File: config.mk
export PLATFORM = sky130hd
export DESIGN_NAME = utf8_safe_filename_sanitizer
export DESIGN_NICKNAME = d
export VERILOG_FILES = /design/src/sv/utfs_pkg.sv /design/src/sv/utfs_core.sv /design/src/sv/utfs_fifo.sv /design/src/sv/utf8_safe_filename_sanitizer.sv
export SDC_FILE = /design/constraint.sdc
export NUM_CORES = 1
export LEC_CHECK = 0
export BUFFER_PORTS_ARGS = -buffer_cell sky130_fd_sc_hd__buf_4
export CORE_AREA = 2 2 139 141
export CTS_CLUSTER_DIAMETER = 100
export DETAILED_ROUTE_END_ITERATION = 10
export DIE_AREA = 0 0 141 143
export GPL_TIMING_DRIVEN = 0
export PLACE_DENSITY = 0.65
export SYNTH_ARGS = -nofsm -noshare
export SYNTH_HDL_FRONTEND = slang
export SYNTH_HIERARCHICAL = 1
export SYNTH_SLANG_ARGS = --single-unit
File: constraint.sdc
create_clock -name clk -period 13.6 [get_ports clk]
set_input_delay 2.04 -clock clk [delete_from_list [all_inputs] [get_ports clk]]
set_output_delay 2.04 -clock clk [all_outputs]
set_load 0.005 [all_outputs]
File: src/sv/utfs_pkg.sv
`timescale 1ns / 1ps
// ----------------------------------------------------------------------------
// utfs_pkg
// Shared types, constants and the single-byte character map of the
// UTF-8 filename sanitizer.
// ----------------------------------------------------------------------------
package utfs_pkg;

    localparam int unsigned BYTE_W   = 8;
    localparam int unsigned LEN_W    = 10;
    localparam int unsigned MAX_RES  = 4;
    localparam int unsigned CNT_W    = 3;

    localparam logic [LEN_W-1:0]  MAX_LEN_RESET = 10'd64;

    localparam logic [BYTE_W-1:0] CH_NUL      = 8'h00;
    localparam logic [BYTE_W-1:0] CH_CTRL_MAX = 8'h1f;
    localparam logic [BYTE_W-1:0] CH_CONT_LO  = 8'h80;
    localparam logic [BYTE_W-1:0] CH_LEAD2    = 8'hc0;
    localparam logic [BYTE_W-1:0] CH_LEAD3    = 8'he0;
    localparam logic [BYTE_W-1:0] CH_LEAD4    = 8'hf0;
    localparam logic [BYTE_W-1:0] CH_DASH     = 8'h2d;
    localparam logic [BYTE_W-1:0] CH_BSLASH   = 8'h5c;
    localparam logic [BYTE_W-1:0] CH_SLASH    = 8'h2f;
    localparam logic [BYTE_W-1:0] CH_COLON    = 8'h3a;
    localparam logic [BYTE_W-1:0] CH_STAR     = 8'h2a;
    localparam logic [BYTE_W-1:0] CH_QUEST    = 8'h3f;
    localparam logic [BYTE_W-1:0] CH_DQUOTE   = 8'h22;
    localparam logic [BYTE_W-1:0] CH_LT       = 8'h3c;
    localparam logic [BYTE_W-1:0] CH_GT       = 8'h3e;
    localparam logic [BYTE_W-1:0] CH_PIPE     = 8'h7c;
    localparam logic [BYTE_W-1:0] CH_SPACE    = 8'h20;

    typedef struct packed {
        logic [CNT_W-1:0]                cnt;
        logic [MAX_RES-1:0][BYTE_W-1:0]  data;
        logic [MAX_RES-1:0]              last;
    } push_t;

    function automatic logic [BYTE_W-1:0] map_single(input logic [BYTE_W-1:0] c);
        logic bad;
        bad = (c == CH_BSLASH) || (c == CH_SLASH) || (c == CH_COLON) ||
              (c == CH_STAR) || (c == CH_QUEST) || (c == CH_DQUOTE) ||
              (c == CH_LT) || (c == CH_GT) || (c == CH_PIPE) ||
              (c == CH_SPACE) || ((c != CH_NUL) && (c <= CH_CTRL_MAX));
        return bad ? CH_DASH : c;
    endfunction

endpackage

File: src/sv/utfs_core.sv
`timescale 1ns / 1ps
// ----------------------------------------------------------------------------
// utfs_core
// Per-name decode state: sequence tracking, fit check, character map.
// Produces up to four result bytes per accepted input byte.
// ----------------------------------------------------------------------------
module utfs_core
(
    input  logic                          clk,
    input  logic                          rst_n,
    input  logic                          cfg_we,
    input  logic [utfs_pkg::LEN_W-1:0]    cfg_data,
    input  logic                          in_fire,
    input  logic [utfs_pkg::BYTE_W-1:0]   in_byte,
    output utfs_pkg::push_t               push
);

    logic [utfs_pkg::LEN_W-1:0]   max_len_reg;
    logic [utfs_pkg::LEN_W-1:0]   written_reg, written_next;
    logic [2:0]                   seq_len_reg, seq_len_next;
    logic [1:0]                   held_cnt_reg, held_cnt_next;
    logic                         halted_reg, halted_next;
    logic [2:0][utfs_pkg::BYTE_W-1:0] held_reg;
    logic                         held_we;
    logic [1:0]                   held_idx;
    logic [2:0]                   lead_len;
    logic [2:0]                   fit_len;
    logic                         fits;
    logic [utfs_pkg::LEN_W+1:0]   need;
    utfs_pkg::push_t              res;

    always_comb
    begin
        if (in_byte >= utfs_pkg::CH_LEAD4)
            lead_len = 3'd4;
        else if (in_byte >= utfs_pkg::CH_LEAD3)
            lead_len = 3'd3;
        else
            lead_len = 3'd2;
        fit_len = (in_byte < utfs_pkg::CH_CONT_LO) ? 3'd1 : lead_len;
        need = (utfs_pkg::LEN_W+2)'(written_reg) + (utfs_pkg::LEN_W+2)'(fit_len)
             + (utfs_pkg::LEN_W+2)'(1);
        fits = (max_len_reg != '0) && (need <= (utfs_pkg::LEN_W+2)'(max_len_reg));
    end

    always_comb
    begin
        written_next  = written_reg;
        seq_len_next  = seq_len_reg;
        held_cnt_next = held_cnt_reg;
        halted_next   = halted_reg;
        held_we       = 1'b0;
        held_idx      = 2'd0;
        res.cnt       = '0;
        res.last      = '0;
        for (int i = 0; i < 3; i++)
        begin
            res.data[i] = (2'(i) < held_cnt_reg) ? held_reg[i] : in_byte;
        end
        res.data[3] = in_byte;
        if (in_byte == utfs_pkg::CH_NUL)
        begin
            if (max_len_reg != '0)
            begin
                res.cnt     = utfs_pkg::CNT_W'(1);
                res.data[0] = utfs_pkg::CH_NUL;
                res.last[0] = 1'b1;
            end
            written_next  = '0;
            seq_len_next  = '0;
            held_cnt_next = '0;
            halted_next   = 1'b0;
        end
        else if (halted_reg || max_len_reg == '0)
        begin
            // drop
        end
        else if (seq_len_reg != '0)
        begin
            if (in_byte[7:6] != 2'b10)
            begin
                halted_next   = 1'b1;
                seq_len_next  = '0;
                held_cnt_next = '0;
            end
            else if (3'(held_cnt_reg) + 3'd1 < seq_len_reg)
            begin
                held_we       = 1'b1;
                held_idx      = held_cnt_reg;
                held_cnt_next = held_cnt_reg + 2'd1;
            end
            else
            begin
                res.cnt       = 3'(held_cnt_reg) + 3'd1;
                written_next  = written_reg + utfs_pkg::LEN_W'(res.cnt);
                seq_len_next  = '0;
                held_cnt_next = '0;
            end
        end
        else if (in_byte < utfs_pkg::CH_CONT_LO)
        begin
            if (!fits)
            begin
                halted_next = 1'b1;
            end
            else
            begin
                res.cnt      = utfs_pkg::CNT_W'(1);
                res.data[0]  = utfs_pkg::map_single(in_byte);
                written_next = written_reg + utfs_pkg::LEN_W'(1);
            end
        end
        else if (in_byte < utfs_pkg::CH_LEAD2)
        begin
            halted_next = 1'b1;
        end
        else if (!fits)
        begin
            halted_next = 1'b1;
        end
        else
        begin
            held_we       = 1'b1;
            held_idx      = 2'd0;
            held_cnt_next = 2'd1;
            seq_len_next  = lead_len;
        end
        push     = res;
        push.cnt = in_fire ? res.cnt : '0;
    end

    always_ff @(posedge clk or negedge rst_n)
    begin
        if (!rst_n)
        begin
            max_len_reg  <= utfs_pkg::MAX_LEN_RESET;
            written_reg  <= '0;
            seq_len_reg  <= '0;
            held_cnt_reg <= '0;
            halted_reg   <= 1'b0;
        end
        else
        begin
            if (cfg_we)
                max_len_reg <= cfg_data;
            if (in_fire)
            begin
                written_reg  <= written_next;
                seq_len_reg  <= seq_len_next;
                held_cnt_reg <= held_cnt_next;
                halted_reg   <= halted_next;
            end
        end
    end

    always_ff @(posedge clk)
    begin
        if (in_fire && held_we)
            held_reg[held_idx] <= in_byte;
    end

    assert property (@(posedge clk) disable iff (!rst_n)
        (seq_len_reg == '0) |-> (held_cnt_reg == '0))
        else $error("held bytes without open sequence");

    assert property (@(posedge clk) disable iff (!rst_n)
        (seq_len_reg != '0) |-> (seq_len_reg >= 3'd2 && 3'(held_cnt_reg) < seq_len_reg
                                 && held_cnt_reg != '0))
        else $error("held count out of range for open sequence");

    assert property (@(posedge clk) disable iff (!rst_n)
        halted_reg |-> (seq_len_reg == '0))
        else $error("sequence open while halted");

endmodule

File: src/sv/utfs_fifo.sv
`timescale 1ns / 1ps
// ----------------------------------------------------------------------------
// utfs_fifo
// Result queue: takes up to four requests per cycle, delivers one per cycle while out_stall is low.
// ----------------------------------------------------------------------------
module utfs_fifo
#(
    parameter int unsigned DEPTH = 8
)
(
    input  logic                          clk,
    input  logic                          rst_n,
    input  utfs_pkg::push_t               push,
    output logic                          room,
    output logic                          out_valid,
    input  logic                          out_stall,
    output logic [utfs_pkg::BYTE_W-1:0]   out_byte,
    output logic                          last
);

    localparam int unsigned PW = $clog2(DEPTH);
    localparam int unsigned CW = $clog2(DEPTH + 1);
    localparam logic [PW:0] DEPTH_W = (PW+1)'(DEPTH);
    localparam logic [CW-1:0] ROOM_MAX = CW'(DEPTH - utfs_pkg::MAX_RES);

    logic [utfs_pkg::BYTE_W:0]       mem [DEPTH];
    logic [PW-1:0]                   wr_ptr_reg, wr_ptr_next;
    logic [PW-1:0]                   rd_ptr_reg, rd_ptr_next;
    logic [CW-1:0]                   count_reg, count_next;
    logic [utfs_pkg::MAX_RES:0][PW-1:0] widx;
    logic [PW:0]                     sum;
    logic [PW:0]                     rsum;
    logic                            pop;

    always_comb
    begin
        for (int k = 0; k <= utfs_pkg::MAX_RES; k++)
        begin
            sum = (PW+1)'(wr_ptr_reg) + (PW+1)'(k);
            if (sum >= DEPTH_W)
                sum = sum - DEPTH_W;
            widx[k] = sum[PW-1:0];
        end
        wr_ptr_next = widx[push.cnt];
        pop  = out_valid && !out_stall;
        rsum = (PW+1)'(rd_ptr_reg) + (PW+1)'(pop);
        if (rsum >= DEPTH_W)
            rsum = rsum - DEPTH_W;
        rd_ptr_next = rsum[PW-1:0];
        count_next  = count_reg + CW'(push.cnt) - CW'(pop);
    end

    assign room      = (count_reg <= ROOM_MAX);
    assign out_valid = (count_reg != '0);
    assign out_byte  = mem[rd_ptr_reg][utfs_pkg::BYTE_W-1:0];
    assign last      = mem[rd_ptr_reg][utfs_pkg::BYTE_W];

    always_ff @(posedge clk)
    begin
        for (int k = 0; k < utfs_pkg::MAX_RES; k++)
        begin
            if (utfs_pkg::CNT_W'(k) < push.cnt)
                mem[widx[k]] <= {push.last[k], push.data[k]};
        end
    end

    always_ff @(posedge clk or negedge rst_n)
    begin
        if (!rst_n)
        begin
            wr_ptr_reg <= '0;
            rd_ptr_reg <= '0;
            count_reg  <= '0;
        end
        else
        begin
            wr_ptr_reg <= wr_ptr_next;
            rd_ptr_reg <= rd_ptr_next;
            count_reg  <= count_next;
        end
    end

    assert property (@(posedge clk) disable iff (!rst_n)
        count_reg <= CW'(DEPTH))
        else $error("result queue overflow");

    assert property (@(posedge clk) disable iff (!rst_n)
        (push.cnt != '0) |-> room)
        else $error("request written without room");

endmodule

File: src/sv/utf8_safe_filename_sanitizer.sv
`timescale 1ns / 1ps
// Result bytes of an accepted byte are registered in the result queue before out_byte.
// Throughput: one input byte per cycle; input stalls while the result queue
// has fewer than four free entries (queue depth DEPTH).
// Reset: rst_n clears name state, empties the queue, max_len returns to 64.
// ----------------------------------------------------------------------------
// utf8_safe_filename_sanitizer
// Streams a zero-terminated name and emits a sanitized copy holding only
// complete UTF-8 characters within the configured buffer size.
// ----------------------------------------------------------------------------
module utf8_safe_filename_sanitizer
#(
    parameter int unsigned DEPTH = 8
)
(
    input  logic                          clk,
    input  logic                          rst_n,
    input  logic                          cfg_valid,
    output logic                          cfg_ready,
    input  logic [utfs_pkg::LEN_W-1:0]    cfg_max_len,
    input  logic                          in_valid,
    output logic                          in_stall,
    input  logic [utfs_pkg::BYTE_W-1:0]   in_byte,
    output logic                          out_valid,
    input  logic                          out_stall,
    output logic [utfs_pkg::BYTE_W-1:0]   out_byte,
    output logic                          last
);

    utfs_pkg::push_t push;
    logic            room;
    logic            in_fire;

    assign cfg_ready = 1'b1;
    assign in_stall  = !room;
    assign in_fire   = in_valid && room;

    utfs_core u_core
    (
        .clk      (clk),
        .rst_n    (rst_n),
        .cfg_we   (cfg_valid && cfg_ready),
        .cfg_data (cfg_max_len),
        .in_fire  (in_fire),
        .in_byte  (in_byte),
        .push     (push)
    );

    utfs_fifo #(.DEPTH(DEPTH)) u_fifo
    (
        .clk       (clk),
        .rst_n     (rst_n),
        .push      (push),
        .room      (room),
        .out_valid (out_valid),
        .out_stall (out_stall),
        .out_byte  (out_byte),
        .last      (last)
    );

endmodule
Word level (Yosys, flattened, before mapping)
Memories as Yosys holds them, arrays and structs flattened.
Index checks and enable logic that the tools add are counted.
{"block": "totals", "reg_bits": 60, "ramBits": 72, "inputBits": 23, "wordCells": 190, "memories": 1}
{"memory": "u_fifo.mem", "depth": 8, "word_bits": 9, "rd": 1, "rd_clocked_by_memory_dff": 0, "wr": 4, "line": "utfs_fifo.sv:26", "rtl": "logic [utfs_pkg::BYTE_W:0] mem [DEPTH];"}
{"block": "op_classes", "add_sub_neg": 19, "n_lt_le_gt_ge": 24, "eq_ne": 18, "n_mux": 86, "n_reduce_logical": 31}
{"op": "8-bit 2-to-1 mux", "count": 11}
{"op": "3-bit 2-to-1 mux", "count": 24}
{"op": "10-bit 2-to-1 mux", "count": 7}
{"op": "8-bit by 6-bit equality test with 1-bit output, second input constant", "count": 8}
{"op": "1-bit 2-to-1 mux", "count": 28}
{"op": "2-bit 2-to-1 mux", "count": 13}
{"op": "24-bit bitwise mux", "count": 1}
{"op": "4-bit greater-or-equal comparator, second input constant", "count": 5}
{"op": "3-bit by 1-bit subtractor with 3-bit output, second input constant", "count": 6}
{"op": "8-bit demux with 2-bit select", "count": 1}
{"op": "8-bit by 7-bit equality test with 1-bit output, second input constant", "count": 2}
{"op": "8-bit greater-or-equal comparator, second input constant", "count": 2}
{"op": "8-bit less-than comparator, second input constant", "count": 2}
{"op": "12-bit by 1-bit adder with 12-bit output, second input constant", "count": 1}
{"op": "12-bit by 10-bit <= comparator with 1-bit output", "count": 1}
{"op": "6-bit AND reduction", "count": 2}
{"op": "10-bit by 3-bit adder with 11-bit output", "count": 1}
{"op": "1-bit logical OR", "count": 11}
{"op": "10-bit by 1-bit adder with 10-bit output, second input constant", "count": 1}
{"op": "10-bit by 3-bit adder with 10-bit output", "count": 1}
{"op": "10-bit zero test", "count": 1}
{"op": "10-bit nonzero test", "count": 1}
{"op": "3-bit binary-select mux with 3-bit select", "count": 1}
{"op": "3-bit by 2-bit != test with 1-bit output, second input constant", "count": 3}
{"op": "other kinds (31)", "count": 44}

Longest topological paths before layout
Gate-level depths: netlist of run 1.
{"block": "depth", "depth_word": 17, "depth_mapped": 24, "ltp_nobuf": 19}

By module
Netlist of run 1, hierarchy kept.
{"mod": "utfs_fifo", "n_inst": 1, "cells_per_inst": 506, "area_each_um2": 5620.4}
{"mod": "utfs_core", "n_inst": 1, "cells_per_inst": 358, "area_each_um2": 3473.3}
{"mod": "utf8_safe_filename_sanitizer", "n_inst": 1, "cells_per_inst": 4, "area_each_um2": 21.3}

Worst setup path before layout of run 1
No wires, ideal clock.
{"block": "synth_timing", "path_kind": "input port to flip-flop", "start": "input port in_byte[6] (netlist bit)", "end": "memory u_fifo/mem[6][0] (netlist bit), enable pin", "setup_time_ns": 0.344, "t_arrival_ns": 6.298, "required_time_ns": 13.256, "path_slack_ns": 6.958, "path_stages": 24, "path_buffers": 5, "cell_sequence": "clkbuf_1 > nand4_1 > inv_1 > nor2_1 > ha_1 > a21o_1 > a21oi_1 > nand2b_1 > xnor2_1 > ha_1 > a21oi_2 > o21ai_1 > or4_1 > buf_2 > a21o_2 > nand2_1 > o21a_1 > buf_2 > a21o_1 > buf_2 > nand3_1 > and2_1 > buf_2 > nand3b_1"}
{"element": "start: declaration", "line": "utf8_safe_filename_sanitizer.sv:23", "rtl": "input logic [utfs_pkg::BYTE_W-1:0] in_byte,"}
{"element": "end: declaration", "line": "utfs_fifo.sv:26"}

==> results.md, run 1 <==
Outcome:
- The flow ran to the end, and the final reports show no timing, DRC or antenna violations.

Final layout:
- The area growth from synthesis to layout is 12.0%.
- The post-route core utilization is between 50% and 60%.
- At the end of the flow, the number of nets in the layout was between 900 and 1k.
- The share of cells above drive strength 1 is 19.2%.
- 0 antenna diodes ended up in the layout.
- The register with the most flip-flops in the layout has 72 of them.
- In the layout the commonest cells are sky130_fd_sc_hd__edfxtp_1 (96), sky130_fd_sc_hd__a21oi_1 (87), sky130_fd_sc_hd__mux2i_1 (77), sky130_fd_sc_hd__o22ai_1 (72), sky130_fd_sc_hd__nand2_1 (51).
- The most common cell after layout, fill and taps aside is sky130_fd_sc_hd__edfxtp_1.

Timing:
- Adding up every negative setup slack in the final design gives 0 ns.
- Timing would allow up to about 0.13 GHz.
- The final setup skew is roughly 0.0096 ns.
- The final number of hold-violating endpoints is 0.
- The final critical-path required period is between 7 and 8 ns.
- In this run the tightest slew margin relative to its limit is about 16%.
- Setup violations remaining at the end of the flow were counted as 0.
- The max-slew violation count is 0.
- Setup repair after global routing left no endpoint under its margin.
- The slew at the pin with the worst max-slew slack is roughly 1.3 ns.
- The final critical path takes up between 50% and 60% of the cycle.

Yosys:
- After synthesis, the largest area contributor takes up a little under a third of total cell area.
- For this run, the register share of the synthesized area comes to 41.5%.
- The cell accounting for the most synthesized area is sky130_fd_sc_hd__edfxtp_1.
- The number of storage elements in the synthesis netlist is 132.
- The number of cells produced by synthesis is between 800 and 900.
- The cell area after synthesis is between 9000 and 10000 um^2.
- During synthesis, Yosys emitted a total of 6 warnings.
- Each instance of the synthesized netlist takes up on average between 10 and 15 um^2.
- The most common flop cell mapped by yosys is sky130_fd_sc_hd__edfxtp_1.
- The number of different library cells used by synthesis comes to 70.
- The share of flip-flops with an asynchronous set or reset after synthesis is a little over a quarter.
- Yosys mapped a number of flops with a built-in enable equal to 96.
- Sorting the synthesized cells by area gives the leading types as sky130_fd_sc_hd__edfxtp_1 (32%), sky130_fd_sc_hd__dfrtp_1 (9.6%), sky130_fd_sc_hd__mux2i_1 (8.5%), sky130_fd_sc_hd__o22ai_1 (4.9%), sky130_fd_sc_hd__ha_1 (4.8%).

Clocking:
- Buffers added to address setup during post-CTS repair amount to 0.
- The tree built by TritonCTS fans out to about 130 sinks.
- At the later pin of the worst-skew pair, clock insertion delay measures around 0.43 ns.
- After clock tree synthesis, the flow added hold-fix buffers numbering 0.
- The number of gates resized after cts is 0.
- Clock tree synthesis selected as its root buffer the cell sky130_fd_sc_hd__clkbuf_16.
- TritonCTS built the clock tree.
- In this run the deepest clock path goes through 2 buffers.
- After clock tree synthesis, the clock-pin slew on the worst setup and hold paths is 0.06 ns.
- CTS built an H-tree with a depth of 4.
- Counting the buffers created by CTS gives 17.

Die:
- The overall die area is between 20000 and 25000 um^2.
- The die is between 100 and 150 um wide.
- The total area inside the core boundary comes to approximately 19000 um^2.
- The effective utilization at floorplan is roughly 50%.
- The chip height is between 100 and 150 um.
- The number of standard-cell rows in the floorplan is 50.
- In this run the count of I/O pins placed on the die edge is 35.

Place:
- The final RePlAce weighted congestion is 0.874.
- The count of buffers inserted at the top-level ports is 32.
- Once detailed placement completed, the half-perimeter wirelength came to ~17000 um.

Pwr:
- The net load switching power is 0.000639 W.
- Power spread over the standard cell area amounts to about 170 nW/um^2.
- The switching share of power is 37.1%.
- The worst-case IR drop observed on VDD is approximately 0.00011 V.
- Combinational logic is responsible for 44.4% of the overall power.
- The static leakage power is approximately 4.3 nW.
- The sequential group share of total power is 30.3%.
- The clock network is responsible for about a quarter of the overall power.
- The internal cell power is ~0.0011 W.

Setup path:
- The most critical setup path has its endpoint at u_fifo/mem[6][3].
- The worst flop-to-flop path startpoint is u_core/written_reg[1].
- The worst register-to-register path has a depth of 20.
- The critical path contains buffers and inverters numbering 7 combined.
- The cell family contributing the most delay on the critical path is simple AND/OR/NAND/NOR gates.
- The worst register-to-register path ends at u_fifo/mem[6][3].
- The worst setup path is of the input pin to flip-flop kind.
- The cell that appears most often on the critical path is sky130_fd_sc_hd__buf_2.
- The launch point of the worst path is in_byte[6].
- The slack of the worst reg-to-reg path is between 7 and 8 ns.
- The sort of element at the start of the critical path is an input pin.
- The data arrival time of the critical path is about 8 ns.
- The slowest cell on the critical path is sky130_fd_sc_hd__nand3b_1.
- Along the worst path, the maximum fanout reaches 10.
- The stage delay of the slowest cell on the critical path is roughly 0.5 ns.
- The path length in cells of the critical path is 25.
- For the worst setup path, the data required time is about 14 ns.
- The endpoint type of the worst setup path is a flip-flop.

Global route:
- The overall global routing resource usage is 24.6%.
- Entering global routing, the biggest net connects 37 pins.
- The first global-routing pass estimated 37900 um of wire.
- The initial antenna violation count is 0.
- The final global-route overflow total is 0.
- The number of global-route vias before repair is between 7k and 8k.

Route:
- The violation count after the first detailed-route iteration is between 600 and 700.
- The average via count per standard cell is between 6 and 7.
- Across all layers, the routed design uses slightly above 7k vias.
- After detailed routing, the number of remaining DRC violations is 0.
- The first detailed-routing pass took 5 iterations.
- Dividing the detail-routed wire length by the instance count gives just over 20 um.
- After detailed routing, the total wire length is 23700 um.
- The remaining number of nets flagged by the antenna check after routing is 0.

Hold path:
- The count of cells along the worst hold path is 1.
- The class of the worst hold path is flip-flop to flip-flop.

Job:
- The total of max-cap violations is 0.
## worst reg2reg max path: cells and delay by family, from the launching register on
kind	cells	cell delay, ns
compound gates	7	1.32
buf+inv	4	0.80
xor+xnor	1	0.13
flops	1	0.47
fa+ha+maj	2	0.61
simple gates	6	2.04
## per-layer routing
layer / vias to the layer above / global-route usage (%) / wire length [um]
li1: 3362 / - / -
met1: 3456 / 31.7 / 10200
met2: 243 / 41.8 / 11600
met3: 46 / 4.49 / 1230
met4: 0 / 9.21 / 622
met5: - / 0 / 0
## power groups by stage
stage | clock network [W] | logic, W | registers, W
finish | 0.000436 | 0.000764 | 0.000522
global route | 0.000461 | 0.000850 | 0.000527
CTS | 0.000445 | 0.000766 | 0.000522
detailed placement | 0 | 0.000763 | 0.000530
global placement | 0 | 0.000750 | 0.000530
floorplan | 0 | 0.000561 | 0.000521
## cell usage after synthesis, types with 9 or more instances
library cell               instances
sky130_fd_sc_hd__a21o_1           10
sky130_fd_sc_hd__a21oi_1          87
sky130_fd_sc_hd__and2_1            9
sky130_fd_sc_hd__buf_1            34
sky130_fd_sc_hd__buf_2            16
sky130_fd_sc_hd__buf_4            16
sky130_fd_sc_hd__buf_6            10
sky130_fd_sc_hd__clkbuf_1         12
sky130_fd_sc_hd__dfrtp_1          35
sky130_fd_sc_hd__edfxtp_1         96
sky130_fd_sc_hd__ha_1             35
sky130_fd_sc_hd__inv_1            37
sky130_fd_sc_hd__mux2_2           27
sky130_fd_sc_hd__mux2i_1          77
sky130_fd_sc_hd__mux4_2           18
sky130_fd_sc_hd__nand2_1          51
sky130_fd_sc_hd__nand2b_1         10
sky130_fd_sc_hd__nand3_1          32
sky130_fd_sc_hd__nand4_1          10
sky130_fd_sc_hd__nor2_1           23
sky130_fd_sc_hd__o21ai_0          19
sky130_fd_sc_hd__o22ai_1          72
sky130_fd_sc_hd__xnor2_1           9
## through the flow
step / hold slack [ns] / cell area [um^2] / total power, W / instances / setup WS (ns)
finish: 0.499 / 10200 / 0.00172 / 1168 / 5.82
global route: 0.518 / 10200 / 0.00184 / 1168 / 5.44
CTS: 0.505 / 10200 / 0.00173 / 1168 / 5.88
global placement: 0.482 / 9660 / 0.00128 / 1136 / 5.49
detailed placement: 0.492 / 9660 / 0.00129 / 1136 / 5.43
floorplan: 0.472 / 9120 / 0.00108 / 870 / 6.96
## area by class of cell
type                    instances  area [um^2]
plain buffers                  95          520
clock buffers                  17          425
clock inverters                15          131
fillers                      1620         8370
inverters                      37          139
multi-input cells             606         4680
flip-flops and latches        132         3780
well taps                     234          293
repair buffers                 32          240
## kinds of logic (layout without fill, tap and decap cells)
family / count (synthesis) / in the layout / synth area share, %
compound gates: 238 / 238 / 16.6
simple gates: 185 / 185 / 10.8
flops: 132 / 132 / 41.5
buf+inv: 132 / 196 / 7.23
mux: 122 / 122 / 16.2
fa+ha+maj: 38 / 38 / 5.46
xor+xnor: 19 / 19 / 1.99
other cells: 2 / 4 / 0.0824
## worst min path at each step
| stage | start | endpoint |
|---|---|---|
| 2_1_floorplan | u_core/halted_reg | u_core/halted_reg |
| 3_3_place_gp | u_fifo/rd_ptr_reg[0] | u_fifo/rd_ptr_reg[0] |
| 3_5_place_dp | u_fifo/rd_ptr_reg[0] | u_fifo/rd_ptr_reg[0] |
| 4_1_cts | u_fifo/rd_ptr_reg[0] | u_fifo/rd_ptr_reg[0] |
| 5_1_grt | u_fifo/rd_ptr_reg[0] | u_fifo/rd_ptr_reg[0] |
| 6_report | u_fifo/rd_ptr_reg[0] | u_fifo/rd_ptr_reg[0] |
(Power assumes the default switching activity.)
==> run 2: changes to the inputs <==
--- a/config.mk
+++ b/config.mk
@@ -5,13 +5,14 @@
 export SDC_FILE = /design/constraint.sdc
 export NUM_CORES = 1
 export LEC_CHECK = 0
+export ABC_AREA = 1
 export BUFFER_PORTS_ARGS = -buffer_cell sky130_fd_sc_hd__buf_4
-export CORE_AREA = 2 2 139 141
+export CORE_AREA = 2 2 146 148
 export CTS_CLUSTER_DIAMETER = 100
 export DETAILED_ROUTE_END_ITERATION = 10
-export DIE_AREA = 0 0 141 143
+export DIE_AREA = 0 0 148 150
 export GPL_TIMING_DRIVEN = 0
-export PLACE_DENSITY = 0.65
+export PLACE_DENSITY = 0.66
 export SYNTH_ARGS = -nofsm -noshare
 export SYNTH_HDL_FRONTEND = slang
 export SYNTH_HIERARCHICAL = 1
==> constraint.sdc (replaced) <==
create_clock -name clk -period 7.75 [get_ports clk]
set_input_delay 1.1625 -clock clk [delete_from_list [all_inputs] [get_ports clk]]
set_output_delay 1.1625 -clock clk [all_outputs]
set_load 0.005 [all_outputs]
==> run 2 against run 1 <==
Compared with the run above: sequential share of layout area decreased by 3.8 points; power increased by 100%; setup slack got worse by 4.5 ns; via count increased by 40%; register-to-register slack got worse by 5.4 ns; synthesized area increased by 12%; critical path depth increased by 1; non-clock buffer count decreased by 21; critical endpoint is now u_fifo/mem[5][5]; largest cell class unchanged.
==> results.md, run 2 <==
Outcome:
- The run finished with clean final reports.

Final layout:
- The number of antenna cells inserted is 0 (unchanged).
- The number of standard cells in the layout, taps in and fillers out is 1806 (+55%).
- In the layout the commonest cells are sky130_fd_sc_hd__nand2_1 (597), sky130_fd_sc_hd__inv_1 (146), sky130_fd_sc_hd__nand3_1 (110), sky130_fd_sc_hd__edfxtp_1 (96).
- The most common cell after layout, fill and taps aside is sky130_fd_sc_hd__nand2_1.
- The flip-flop count of the largest register, all copies and words added was 72 (unchanged).
- The final net count is 1579 (+61%).
- The share of cells above drive strength 1 is 10.9% (-8.3 points).
- Relative to the synthesized area, the layout overhead comes to 11.6%.

Pwr:
- The ratio of total power to cell area is 305 nW/um^2 (+81%).
- The largest voltage drop on the vdd net is 0.000154 V (+40%).
- The static leakage power was 5.36 nW (+26%).

Clocking:
- TritonCTS built the clock tree.
- The insertion delay of the later-clocked pin in the worst-skew pair is 0.43 ns (about the same).
- The total number of H-tree levels is 4 (unchanged).
- The count of buffers added by post-CTS timing repair for setup is 0 (unchanged).
- The number of hold-repair buffers added at the cts stage is 0 (unchanged).
- The root cell of the clock tree is sky130_fd_sc_hd__clkbuf_16.
- The number of CTS-inserted buffers was 17 (unchanged).
- The number of clock sinks is 132 (unchanged).
- The clock input transition at the sequential cells of the worst setup and hold paths came to 0.06 ns (about the same).
- The number of gates resized after cts is 0 (unchanged).
- The number of buffers on the longest clock path is 2 (unchanged).

Yosys:
- The cell area after synthesis is 10200 um^2 (+12%).
- Ranked by instance count, the synthesized netlist is headed by sky130_fd_sc_hd__nand2_1 (597), sky130_fd_sc_hd__inv_1 (146), sky130_fd_sc_hd__nand3_1 (110).
- The number of storage elements in the synthesis netlist is 132 (unchanged).
- The sequential fraction of the synthesis area came to 37.1% (-4.4 points).
- The number of enable flip-flop cells after synthesis is 96 (unchanged).
- The most common flop cell mapped by yosys is sky130_fd_sc_hd__edfxtp_1.
- The post-synthesis average cell area is 6.96 um^2 (-34%).
- The top cell type's share of synthesized area came to 28.3% (-3.4 points).
- The most frequent cell after synthesis is sky130_fd_sc_hd__nand2_1.
- The count of unique library cells instantiated by Yosys was 47 (-33%).
- The number of cells produced by synthesis is 1465 (+69%).
- sky130_fd_sc_hd__edfxtp_1 takes more of the synthesized area than any other cell.
- The total of warnings raised by yosys is 6 (unchanged).
- The share of flip-flops with an asynchronous set or reset after synthesis is 27.3% (unchanged).
- Ranked by total cell area, the synthesized netlist is headed by sky130_fd_sc_hd__edfxtp_1 (28%), sky130_fd_sc_hd__nand2_1 (22%), sky130_fd_sc_hd__dfrtp_1 (8.6%), sky130_fd_sc_hd__nand3_1 (5.4%), sky130_fd_sc_hd__inv_1 (5.4%).

Job:
- The total of max-cap violations is 0 (unchanged).

Global route:
- The overall global routing resource usage came to 29.6% (+5.0 points).
- The number of global-route vias before repair is 8892 (+26%).
- The pin count of the biggest net entering global routing is 37 (unchanged).
- The initial antenna violation count is 0 (unchanged).
- The global-route wire length before repair came to 49900 um (+32%).
- The final global-route overflow total is 0 (unchanged).

Setup path:
- The slack of the worst reg-to-reg path came to 2.52 ns (-5.35 ns).
- The endpoint type of the worst setup path is a flip-flop.
- The sort of element at the start of the critical path is an input pin.
- The worst reg-to-reg path cell count was 21 (+5.0%).
- The worst-path maximum fanout was 10 (unchanged).
- The critical path capture point is u_fifo/mem[5][5].
- The required time at the endpoint of the critical path is 7.79 ns (-5.87 ns).
- The data arrival time of the critical path came to 6.46 ns (-1.38 ns).
- The endpoint identified for the worst register-to-register timing path is u_fifo/mem[5][5].
- The worst flop-to-flop path startpoint is u_core/written_reg[2].
- Tracing the worst setup path back leads to its startpoint at in_byte[6].
- The start-to-end type of the worst setup path is input pin to flip-flop.

Route:
- The violation count after the first detailed-route iteration is 1387 (+100%).
- The mean routed wirelength per cell is 17.9 um (-12%).
- The average via count per standard cell is 5.52 (-9.3%).
- The DRC violation count after routing came to 0 (unchanged).
- The routed wire length is 32300 um (+37%).
- The via count of the routed design was 9969 (+40%).
- The remaining number of nets flagged by the antenna check after routing is 0 (unchanged).
- The total iterations of the first detailed-routing run is 6 (+1).

Timing:
- The final number of hold-violating endpoints is 0 (unchanged).
- The final setup skew is 0.0122 ns (+0.00264 ns).
- The clock period could shrink to ~6.4 ns.
- The relative max-transition margin is 6.91% (-9.5 points).
- The achievable clock frequency is ~0.16 GHz.
- The total negative setup slack was 0 ns (unchanged).
- The setup violation total in the final timing report came to 0 (unchanged).
- Setup repair after global routing left no endpoint under its margin.
- The max-slew violation count was 0 (unchanged).
- The slew at the pin with the worst max-slew slack came to 1.38 ns (+0.132 ns).
- The tightest hold margin came to 0.499 ns (-0.000132 ns).
- The part of the cycle the worst path needs is slightly above 80%.

Die:
- The number of standard-cell rows in the floorplan is 53 (+6.0%).
- The overall die area is 22200 um^2 (+10%).
- The chip height came to 150 um (+4.9%).
- The die outline width came to 148 um (+5.0%).
- The area of the core is 20700 um^2 (+11%).
- The effective utilization at floorplan is 49.3% (+0.26 points).
- The count of boundary I/O pins is 35 (unchanged).

Place:
- The placed cell count is 1774 (+56%).
- The sum of net half-perimeters after detailed placement was 23200 um (+33%).
- The count of buffers inserted at the top-level ports is 32 (unchanged).
- The final RePlAce weighted congestion is 1.07 (+22%).

Hold path:
- The class of the worst hold path is flip-flop to flip-flop.
## run 2: cell types whose count changed after synthesis, sizes merged, moves of 42 or more
cell and delta:
nor2 +74, inv +116, mux2i -58, o22ai -54
nand3 +76, o21ai +61, nand2 +562, buf -42
## run 2: worst min path at each step
stage          depth (start not counted)                    to            startpoint  slack (ns)
5_1_grt                                1  u_fifo/rd_ptr_reg[0]  u_fifo/rd_ptr_reg[0]        0.53
3_3_place_gp                           2     u_core/halted_reg     u_core/halted_reg        0.47
4_1_cts                                2     u_core/halted_reg     u_core/halted_reg        0.50
2_1_floorplan                          2     u_core/halted_reg     u_core/halted_reg        0.45
3_5_place_dp                           2     u_core/halted_reg     u_core/halted_reg        0.49
6_report                               1  u_fifo/rd_ptr_reg[0]  u_fifo/rd_ptr_reg[0]        0.50
## run 2: logic make-up (layout without fill, tap and decap cells)
| group | count (synthesis) | count (layout) | synth area share (%) |
|---|---|---|---|
| AND/OR/NAND/NOR | 850 | 850 | 35.3 |
| buffers and inverters | 235 | 299 | 10.0 |
| AO/OA/AOI/OAI | 169 | 169 | 8.95 |
| flip-flops | 132 | 132 | 37.1 |
| adder cells (fa/ha/maj) | 38 | 38 | 4.88 |
| multiplexers | 20 | 20 | 1.97 |
| XOR/XNOR | 19 | 19 | 1.70 |
| other | 2 | 4 | 0.0736 |
## run 2: through the flow
| stage | util, % | cell area (um^2) | setup WS [ns] | total power [W] |
|---|---|---|---|---|
| floorplan | - | 10200 | 2.38 | 0.00211 |
| global placement | 52.2 | 10800 | 0.956 | 0.00258 |
| detailed placement | 52.2 | 10800 | 0.941 | 0.00262 |
| CTS | 55.1 | 11400 | 1.35 | 0.00345 |
| global route | 55.1 | 11400 | 0.856 | 0.00372 |
| finish | 55.1 | 11400 | 1.33 | 0.00348 |
## run 2: metal layers
layer	track usage, %	wire length [um]	share of wire [%]	up-vias
met5	0	0	0	-
met4	14.0	1490	4.6	0
met3	5.37	3450	11	102
met2	44.5	14100	44	590
met1	41.6	13300	41	4480
li1	-	-	-	4797
## run 2: critical path: stages
cell and delay, ns:
sky130_fd_sc_hd__buf_4 0.11, sky130_fd_sc_hd__buf_2 0.19, sky130_fd_sc_hd__nand2_1 0.14, sky130_fd_sc_hd__nor3_1 0.35, sky130_fd_sc_hd__nor2_1 0.14, sky130_fd_sc_hd__ha_1 0.30, sky130_fd_sc_hd__nand3_1 0.06, sky130_fd_sc_hd__and2_1 0.19
sky130_fd_sc_hd__nor2_1 0.15, sky130_fd_sc_hd__nand2_1 0.10, sky130_fd_sc_hd__nor2_1 0.13, sky130_fd_sc_hd__xor2_1 0.16, sky130_fd_sc_hd__ha_1 0.26, sky130_fd_sc_hd__a21oi_1 0.17, sky130_fd_sc_hd__nand2_1 0.07, sky130_fd_sc_hd__inv_1 0.05
sky130_fd_sc_hd__nand2_1 0.04, sky130_fd_sc_hd__inv_1 0.06, sky130_fd_sc_hd__nand2_2 0.06, sky130_fd_sc_hd__nand2_4 0.09, sky130_fd_sc_hd__nand3_2 0.19, sky130_fd_sc_hd__a21oi_1 0.78, sky130_fd_sc_hd__inv_1 0.22, sky130_fd_sc_hd__nand2_1 0.21
sky130_fd_sc_hd__inv_1 0.17, sky130_fd_sc_hd__o2111ai_1 0.88
## run 2: report_power, final
group	leakage, nW	total, W	internal [W]	switching, W
clock	0.290	0.000820	0.000498	0.000322
sequential	1.31	0.000943	0.000887	0.0000554
combinational	3.76	0.00171	0.000569	0.00114
## run 2: layout make-up
class | instances | area (um^2)
plain buffers | 74 | 415
inverters | 161 | 607
repair buffers | 32 | 240
well taps | 275 | 344
clock inverters | 12 | 129
clock buffers | 20 | 467
fillers | 2022 | 9300
flip-flops and latches | 132 | 3780
multi-input cells | 1100 | 5400
